`src/hw/rtl/assert_macros.svh`:
```
// Assertion helpers for the SHA-256 hasher
`ifndef ASSERT_MACROS_SVH
`define ASSERT_MACROS_SVH
// assert that a implies b on the same clock edge
`define ASSERT_IMPL(label, clk, rst_n, a, b) \
	label: assert property (@(posedge clk) disable iff (!rst_n) (a) |-> (b)) \
		else $error("assertion failed");
// assert that a implies b on the next clock edge
`define ASSERT_NEXT(label, clk, rst_n, a, b) \
	label: assert property (@(posedge clk) disable iff (!rst_n) (a) |=> (b)) \
		else $error("assertion failed");
`endif

```
`src/hw/rtl/sha_pkg.sv`:
```
// ----------------------------------------------------------------------------
// sha_pkg
// Constants, types and round functions for the SHA-256 hasher.
// ----------------------------------------------------------------------------
`default_nettype none
package sha_pkg;
	localparam int WordW = 32;
	localparam int BlockBytes = 64;
	localparam int LenPos = 56;
	localparam logic [7:0] PadByte = 8'h80;

	typedef logic [WordW-1:0] word_t;

	localparam word_t IV [8] = '{
		32'h6a09e667, 32'hbb67ae85, 32'h3c6ef372, 32'ha54ff53a,
		32'h510e527f, 32'h9b05688c, 32'h1f83d9ab, 32'h5be0cd19};

	localparam word_t K [64] = '{
		32'h428a2f98, 32'h71374491, 32'hb5c0fbcf, 32'he9b5dba5,
		32'h3956c25b, 32'h59f111f1, 32'h923f82a4, 32'hab1c5ed5,
		32'hd807aa98, 32'h12835b01, 32'h243185be, 32'h550c7dc3,
		32'h72be5d74, 32'h80deb1fe, 32'h9bdc06a7, 32'hc19bf174,
		32'he49b69c1, 32'hefbe4786, 32'h0fc19dc6, 32'h240ca1cc,
		32'h2de92c6f, 32'h4a7484aa, 32'h5cb0a9dc, 32'h76f988da,
		32'h983e5152, 32'ha831c66d, 32'hb00327c8, 32'hbf597fc7,
		32'hc6e00bf3, 32'hd5a79147, 32'h06ca6351, 32'h14292967,
		32'h27b70a85, 32'h2e1b2138, 32'h4d2c6dfc, 32'h53380d13,
		32'h650a7354, 32'h766a0abb, 32'h81c2c92e, 32'h92722c85,
		32'ha2bfe8a1, 32'ha81a664b, 32'hc24b8b70, 32'hc76c51a3,
		32'hd192e819, 32'hd6990624, 32'hf40e3585, 32'h106aa070,
		32'h19a4c116, 32'h1e376c08, 32'h2748774c, 32'h34b0bcb5,
		32'h391c0cb3, 32'h4ed8aa4a, 32'h5b9cca4f, 32'h682e6ff3,
		32'h748f82ee, 32'h78a5636f, 32'h84c87814, 32'h8cc70208,
		32'h90befffa, 32'ha4506ceb, 32'hbef9a3f7, 32'hc67178f2};

	// control from sequencer to round unit
	typedef struct packed {
		logic       load;   // copy chain value into working vars
		logic       round;  // run one round
		logic       finish; // add working vars into chain value
		logic       init;   // restore initial hash
		logic [5:0] rnd;    // round number
	} rnd_ctl_t;

	function automatic word_t rotr(word_t x, int n);
		return (x >> n) | (x << (WordW - n));
	endfunction

	function automatic word_t ssig0(word_t x);
		return rotr(x, 7) ^ rotr(x, 18) ^ (x >> 3);
	endfunction

	function automatic word_t ssig1(word_t x);
		return rotr(x, 17) ^ rotr(x, 19) ^ (x >> 10);
	endfunction

	function automatic word_t bsig0(word_t x);
		return rotr(x, 2) ^ rotr(x, 13) ^ rotr(x, 22);
	endfunction

	function automatic word_t bsig1(word_t x);
		return rotr(x, 6) ^ rotr(x, 11) ^ rotr(x, 25);
	endfunction
endpackage
`default_nettype wire

```
`src/hw/rtl/sha_round.sv`:
```
// ----------------------------------------------------------------------------
// sha_round
// Shared round unit: working variables, schedule window and chain value.
// One round per cycle under ctl.round; rounds 0-15 shift in sequencer words.
// ----------------------------------------------------------------------------
`default_nettype none
module sha_round import sha_pkg::*; (
	input  wire logic     clk,
	input  wire logic     arst_n,
	input  wire rnd_ctl_t ctl,
	input  wire word_t    msg_word,
	input  wire logic [2:0] rd_idx,
	output word_t         rd_word
);
	word_t v_q [8];
	word_t w_q [16];
	word_t h_q [8];
	word_t w_cur, t1, t2, w_new;

	assign w_new = ssig1(w_q[14]) + w_q[9] + ssig0(w_q[1]) + w_q[0];
	assign w_cur = (ctl.rnd < 6'd16) ? msg_word : w_new;
	assign t1 = v_q[7] + bsig1(v_q[4]) + ((v_q[4] & v_q[5]) ^ (~v_q[4] & v_q[6]))
		+ K[ctl.rnd] + w_cur;
	assign t2 = bsig0(v_q[0]) + ((v_q[0] & v_q[1]) ^ (v_q[0] & v_q[2]) ^ (v_q[1] & v_q[2]));
	assign rd_word = h_q[rd_idx];

	always_ff @(posedge clk) begin
		if (ctl.load) begin
			for (int i = 0; i < 8; i++) v_q[i] <= h_q[i];
		end else if (ctl.round) begin
			v_q[0] <= t1 + t2;
			v_q[1] <= v_q[0];
			v_q[2] <= v_q[1];
			v_q[3] <= v_q[2];
			v_q[4] <= v_q[3] + t1;
			v_q[5] <= v_q[4];
			v_q[6] <= v_q[5];
			v_q[7] <= v_q[6];
			for (int i = 0; i < 15; i++) w_q[i] <= w_q[i+1];
			w_q[15] <= w_cur;
		end
	end

	always_ff @(posedge clk or negedge arst_n) begin
		if (!arst_n) begin
			for (int i = 0; i < 8; i++) h_q[i] <= IV[i];
		end else if (ctl.init) begin
			for (int i = 0; i < 8; i++) h_q[i] <= IV[i];
		end else if (ctl.finish) begin
			for (int i = 0; i < 8; i++) h_q[i] <= h_q[i] + v_q[i];
		end
	end
endmodule
`default_nettype wire

```
`src/hw/rtl/sha256_message_hasher_top.sv`:
```
// ----------------------------------------------------------------------------
// sha256_message_hasher_top
// Byte-serial SHA-256 hasher with padding and digest output.
// ----------------------------------------------------------------------------
// A plain byte request is accepted without stall unless it completes a 64-byte block;
// then the block is compressed by a single shared round unit, one round per
// cycle, and stall stays high through load, 64 rounds and add. A final
// request first writes pad bytes from the 0x80 byte to the end of the block,
// then compresses it; when the length does not fit, a second block of pad
// bytes and another compression follow. The eight digest words, word 0 first,
// are then read straight from the chain value registers, one per cycle while
// the receiver does not stall. The block buffer is a 64x8 memory kept as 16
// word rows written bytewise and read one word per round.
`default_nettype none
`include "assert_macros.svh"
module sha256_message_hasher_top import sha_pkg::*; (
	input  wire logic        clk,
	input  wire logic        arst_n,
	input  wire logic        in_valid,
	output logic             in_stall,
	input  wire logic [7:0]  data_byte,
	input  wire logic        byte_present,
	input  wire logic        final_item,
	output logic             out_valid,
	input  wire logic        out_stall,
	output logic [31:0]      digest_word,
	output logic [2:0]       word_index,
	output logic             last_word
);
	typedef enum logic [5:0] {
		S_IDLE = 6'b000001,
		S_PAD  = 6'b000010,
		S_LOAD = 6'b000100,
		S_RND  = 6'b001000,
		S_ADD  = 6'b010000,
		S_OUT  = 6'b100000
	} state_t;

	state_t     st_q;
	logic [6:0] fill_q;
	logic [63:0] bits_q;
	logic       fin_q;      // final request in progress (padding or compression)
	logic       lendone_q;  // length is placed in the current block
	logic       pad_pend_q; // 0x80 byte still to be written
	logic [5:0] rnd_q;
	logic [2:0] oidx_q;
	logic [31:0] mem [16];
	word_t      rd_q;
	rnd_ctl_t   ctl;
	word_t      hword;

	logic acc, oacc;
	assign acc = in_valid && !in_stall;
	assign oacc = out_valid && !out_stall;
	assign in_stall = (st_q != S_IDLE);

	// pad byte for current fill position
	logic [7:0] pbyte;
	always_comb begin
		pbyte = 8'h00;
		if (fill_q[5:0] >= 6'(LenPos))
			pbyte = bits_q[8*(7-(fill_q[2:0]))+:8];
	end

	// memory: byte writes, word read
	logic       we;
	logic [5:0] wa;
	logic [7:0] wd;
	always_comb begin
		we = 1'b0; wa = fill_q[5:0]; wd = data_byte;
		if (st_q == S_IDLE && acc && byte_present) we = 1'b1;
		else if (st_q == S_PAD) begin
			we = 1'b1;
			if (pad_pend_q) wd = PadByte;
			else wd = lendone_q ? pbyte : 8'h00;
		end
	end

	always_ff @(posedge clk) begin
		if (we) mem[wa[5:2]][8*(3-wa[1:0])+:8] <= wd;
		rd_q <= mem[(st_q == S_LOAD) ? 4'd0 : 4'(rnd_q + 6'd1)];
	end

	assign ctl.load = (st_q == S_LOAD);
	assign ctl.round = (st_q == S_RND);
	assign ctl.finish = (st_q == S_ADD);
	assign ctl.init = oacc && (oidx_q == 3'd7);
	assign ctl.rnd = rnd_q;

	sha_round u_rnd (
		.clk(clk), .arst_n(arst_n), .ctl(ctl), .msg_word(rd_q),
		.rd_idx(oidx_q), .rd_word(hword));

	always_ff @(posedge clk or negedge arst_n) begin
		if (!arst_n) begin
			st_q <= S_IDLE; fill_q <= '0; bits_q <= '0; fin_q <= 1'b0;
			lendone_q <= 1'b0; pad_pend_q <= 1'b0; rnd_q <= '0; oidx_q <= '0;
			out_valid <= 1'b0;
		end else begin
			case (st_q)
				S_IDLE: begin
					if (acc) begin
						if (byte_present) begin
							bits_q <= bits_q + 64'd8;
							if (fill_q == 7'd63) begin
								fill_q <= '0; st_q <= S_LOAD; fin_q <= final_item;
								pad_pend_q <= final_item;
							end else begin
								fill_q <= fill_q + 7'd1;
								if (final_item) begin
									fin_q <= 1'b1; pad_pend_q <= 1'b1; st_q <= S_PAD;
								end
							end
						end else if (final_item) begin
							fin_q <= 1'b1; pad_pend_q <= 1'b1; st_q <= S_PAD;
						end
					end
				end
				S_PAD: begin
					// the length fits only if the pad byte lands before it
					if (pad_pend_q) begin
						pad_pend_q <= 1'b0;
						lendone_q <= (fill_q < 7'(LenPos));
					end
					if (fill_q == 7'd63) begin
						fill_q <= '0; st_q <= S_LOAD;
					end else begin
						fill_q <= fill_q + 7'd1;
					end
				end
				S_LOAD: begin rnd_q <= '0; st_q <= S_RND; end
				S_RND: begin
					rnd_q <= rnd_q + 6'd1;
					if (rnd_q == 6'd63) st_q <= S_ADD;
				end
				S_ADD: begin
					if (!fin_q) st_q <= S_IDLE;
					else if (lendone_q) begin
						lendone_q <= 1'b0; fin_q <= 1'b0; oidx_q <= '0;
						out_valid <= 1'b1; st_q <= S_OUT;
					end else begin
						// second pass: pad byte if still pending, zero fill then length
						lendone_q <= 1'b1; st_q <= S_PAD;
					end
				end
				S_OUT: begin
					if (oacc) begin
						oidx_q <= oidx_q + 3'd1;
						if (oidx_q == 3'd7) begin
							out_valid <= 1'b0; st_q <= S_IDLE;
							fill_q <= '0; bits_q <= '0;
						end
					end
				end
				default: st_q <= S_IDLE;
			endcase
		end
	end

	assign digest_word = hword;
	assign word_index = oidx_q;
	assign last_word = (oidx_q == 3'd7);

	`ASSERT_IMPL(a_out_only_in_out, clk, arst_n, out_valid, st_q == S_OUT)
	`ASSERT_IMPL(a_stall_busy, clk, arst_n, st_q == S_RND, in_stall)
	`ASSERT_NEXT(a_rnd_adv, clk, arst_n, st_q == S_RND && rnd_q != 6'd63, st_q == S_RND)
endmodule
`default_nettype wire
```
`config.mk`:
```
export PLATFORM = sky130hd
export DESIGN_NAME = sha256_message_hasher_top
export DESIGN_NICKNAME = d
export VERILOG_FILES = /design/src/hw/rtl/sha_pkg.sv /design/src/hw/rtl/sha_round.sv /design/src/hw/rtl/sha256_message_hasher_top.sv
export VERILOG_INCLUDE_DIRS = /design/src /design/src/hw/rtl
export SDC_FILE = /design/constraint.sdc
export NUM_CORES = 2
export LEC_CHECK = 0
export ABC_CLOCK_PERIOD_IN_PS = 17400
export BUFFER_PORTS_ARGS = -buffer_cell sky130_fd_sc_hd__buf_4
export CAP_MARGIN = 20
export CORE_MARGIN = 2
export CORE_UTILIZATION = 40
export DETAILED_ROUTE_END_ITERATION = 8
export PLACE_DENSITY = 0.58
export SLEW_MARGIN = 0
export SYNTH_ARGS = -nofsm -noshare
export SYNTH_HDL_FRONTEND = slang
export SYNTH_SLANG_ARGS = --single-unit
```
`constraint.sdc`:
```
create_clock -name clk -period 17.4 [get_ports clk]
set_clock_uncertainty 0.2 [all_clocks]
set_input_delay 2.61 -clock clk [delete_from_list [all_inputs] [get_ports clk]]
set_output_delay 2.61 -clock clk [all_outputs]
set_load 0.01 [all_outputs]
```
==> flow_summary.yaml <==
outcome:
  status: "finished clean"
worst_hold_path:
  hp-start: "u_rnd.w_q[1][183]"
  hold_path_end: "u_rnd.w_q[1][151]"
  worstHoldPathCells: 0
  hold_path.class: "flop to flop"
synth:
  synth_top_area_share_pct: 42.0
  netlist_instances: 8116
  synth_compound_area_share_pct: 11.7
  synth_area_leaders: "edfxtp_1 42%, dfrtp_1 5.6%, ha_1 5.6%"
  synthAdderAreaFrac_pct: 10.1
  synth_mux_area_share_pct: 5.47
  synthSimpleGateAreaFrac_pct: 11.5
  netlist_area_mm2: 0.0916
  synth_common_cells: "1280 x edfxtp_1, 1275 x nand2_1, 475 x a21oi_1, 454 x nor2_1, 417 x o21ai_0"
  avgSynthCellArea_um2: 11.3
  synthDistinctLibCells: 96
  yosysTopAreaCell: "edfxtp_1"
  ys_seq_elements: 1655
  synthXorXnorAreaFrac_pct: 5.88
  ys.warnings.count: 0
  synth_top_family_by_area: "compound AO/OA/AOI/OAI gates"
  seq_area_frac_synth_pct: 52.2
  synthArstFlopShare_pct: 20.7
  synth_fp_nets: 8736
  synth_edf_count: 1280
  dominantRegCellSynth: "edfxtp_1"
  yosysMostFrequentCell: "edfxtp_1"
detailed_routing:
  drt_wl_total_um: 280000
  antenna_left: 0
  dr.pass1.iters: 6
  drcViolationCount: 0
  vias_per_cell: 5.69
  vias: 63800
  wl_per_cell_um: 25.0
  drt-initial-drc-count: 6495
clock_tree:
  cts-root-buf: "clkbuf_16"
  clock-sinks: 1655
  htreeDepth: 4
  path_clk_slew_ps: 60
  cts_buffers: 183
  ctsHoldBuffers: 0
  clock_latency_ps: 870
  ctsResizeCount: 0
  cts_max_path_buffers: 3
  cts_tree: "yes"
  cts_setup_buffers: 0
timing:
  setup_violations: 0
  rsz0062_at_grt: "no"
  period_share_pct: 66.0
  drv_slew: 0
  clock.fmax_mhz: 87.1
  timing.final.crit_period_ps: 11480
  whs_ps: 205
  slew_headroom_pct: 20.8
  hold_violations: 0
  tns_ps: 0
  worst_slew_pin_slew_ps: 1180
critical_path:
  cp_data_arrival_time_ps: 11820
  cp_top_family: "compound AO/OA/AOI/OAI gates"
  path_max_fanout: 5
  slowest_stage: "a2111oi_0"
  critical_path_class: "flop to flop"
  rrSetupSlack_ps: 5920
  slowest_delay_ps: 580
  reg2reg_from: "u_rnd.w_q[0][37]"
  required_ps: 17740
  cp-end-kind: "flop"
  worstSetupStartpoint: "u_rnd.w_q[0][37]"
  startpoint_type: "flop"
  crit_buf_inv: 5
  rr_endpoint: "u_rnd.v_q[0][31]"
  reg2reg_depth: 43
  critical_path_cell_count: 43
floorplanning:
  initial_core_util_pct: 40.2
  coreArea_mm2: 0.227
  fp-row-count: 175
  io_pins: 52
  die-width_um: 482
  fp.dieArea_mm2: 0.233
  die_h_um: 482
pwr:
  leakage_uw: 0.0393
  power_density_mw_per_mm2: 222
  vdd_drop_max_mv: 0.346
grt:
  grt_pass1_wl_um: 415000
  antenna_found_initial: 13
  grt_max_degree: 192
  grt_use_total_pct: 23.8
  grt_pass1_vias: 61300
  overflow: 0
job:
  maxCapViolCount: 0
placement:
  gp_congestion: 0.964
  place_hpwl_um: 202000
  portBuffers: 51
cells_and_area:
  syn2layout_area_growth_pct: 10.7
  layout.nets: 8678
  drive_gt1_share_pct: 10.3
-- placed cells by master (no fill, tap or decap), drive strengths merged, types with 101 or more instances in the layout --
| master | n |
|---|---|
| a31oi | 120 |
| xnor2 | 384 |
| nor2 | 454 |
| nand3 | 184 |
| mux2 | 104 |
| dfstp | 137 |
| buf | 158 |
| and3 | 106 |
| edfxtp | 1280 |
| o21ai | 424 |
| fa | 195 |
| inv | 346 |
| xor2 | 230 |
| mux4 | 117 |
| o211ai | 101 |
| a21oi | 478 |
| dfrtp | 206 |
| mux2i | 120 |
| nand2 | 1275 |
| ha | 411 |
| clkbuf | 264 |
| a211oi | 110 |
| a21o | 196 |
-- worst max-delay path by stage --
stage	to	slack [ps]
floorplan	u_rnd.w_q[0][0]	880
global placement	u_rnd.v_q[0][31]	6200
finish	u_rnd.v_q[0][31]	5920
detailed placement	u_rnd.v_q[0][31]	6230
CTS	u_rnd.v_q[0][31]	6110
global route	u_rnd.v_q[0][30]	5410
-- kinds of logic (layout without fill, tap and decap cells) --
logic type,after synthesis,in the layout
fa+ha+maj,624,624
mux,341,341
flops,1655,1655
buf+inv,746,847
compound gates,1721,1721
simple gates,2415,2415
other cells,0,1
xor+xnor,614,614
-- cell type report --
type / instances / area [um^2]
flip-flops and latches: 1655 / 47900
inverters: 345 / 1310
multi-input cells: 5715 / 41000
clock inverters: 80 / 1030
repair buffers: 158 / 1270
well taps: 3009 / 3760
clock buffers: 264 / 5100
diodes: 1 / 2.50
fillers: 20900 / 126000
-- metal layers --
layer	part of all wire [%]	vias up	GRT usage, %
met5	0.014	-	0
met4	2.6	6	6.14
met3	6.7	366	4.02
met2	44	2153	35.8
met1	46	32200	35.6
li1	-	29100	-
-- flip-flops by register name, summed over array words and instances (netlist names), 3 cells and up --
register    count
word_index      3
u_rnd.v_q     256
bits_q         61
rnd_q           6
fill_q          7
u_rnd.h_q     256
st_q            6
rd_q           32
u_rnd.w_q     512
mem           512
-- metrics by stage --
| step | instances | cell area (um^2) | power (uW) | setup slack (ps) | utilization (%) |
|---|---|---|---|---|---|
| 4_1_cts | 11200 | 101000 | 22400 | 6110 | 44.5 |
| 3_5_place_dp | 10900 | 95100 | 18400 | 6230 | 41.8 |
| 2_1_floorplan | 8116 | 91600 | 14600 | 885 | - |
| 3_3_place_gp | 10900 | 95100 | 18200 | 6200 | 41.8 |
| 5_1_grt | 11200 | 101000 | 24100 | 5410 | 44.5 |
| 6_report | 11200 | 101000 | 22500 | 5920 | 44.5 |
-- where the power goes --
part,internal [uW],switching [uW],total [uW]
Combinational,5410,7990,13400
Clock,2230,1700,3930
Sequential,4750,444,5190
No activity file was read; power rests on OpenSTA's default activity.
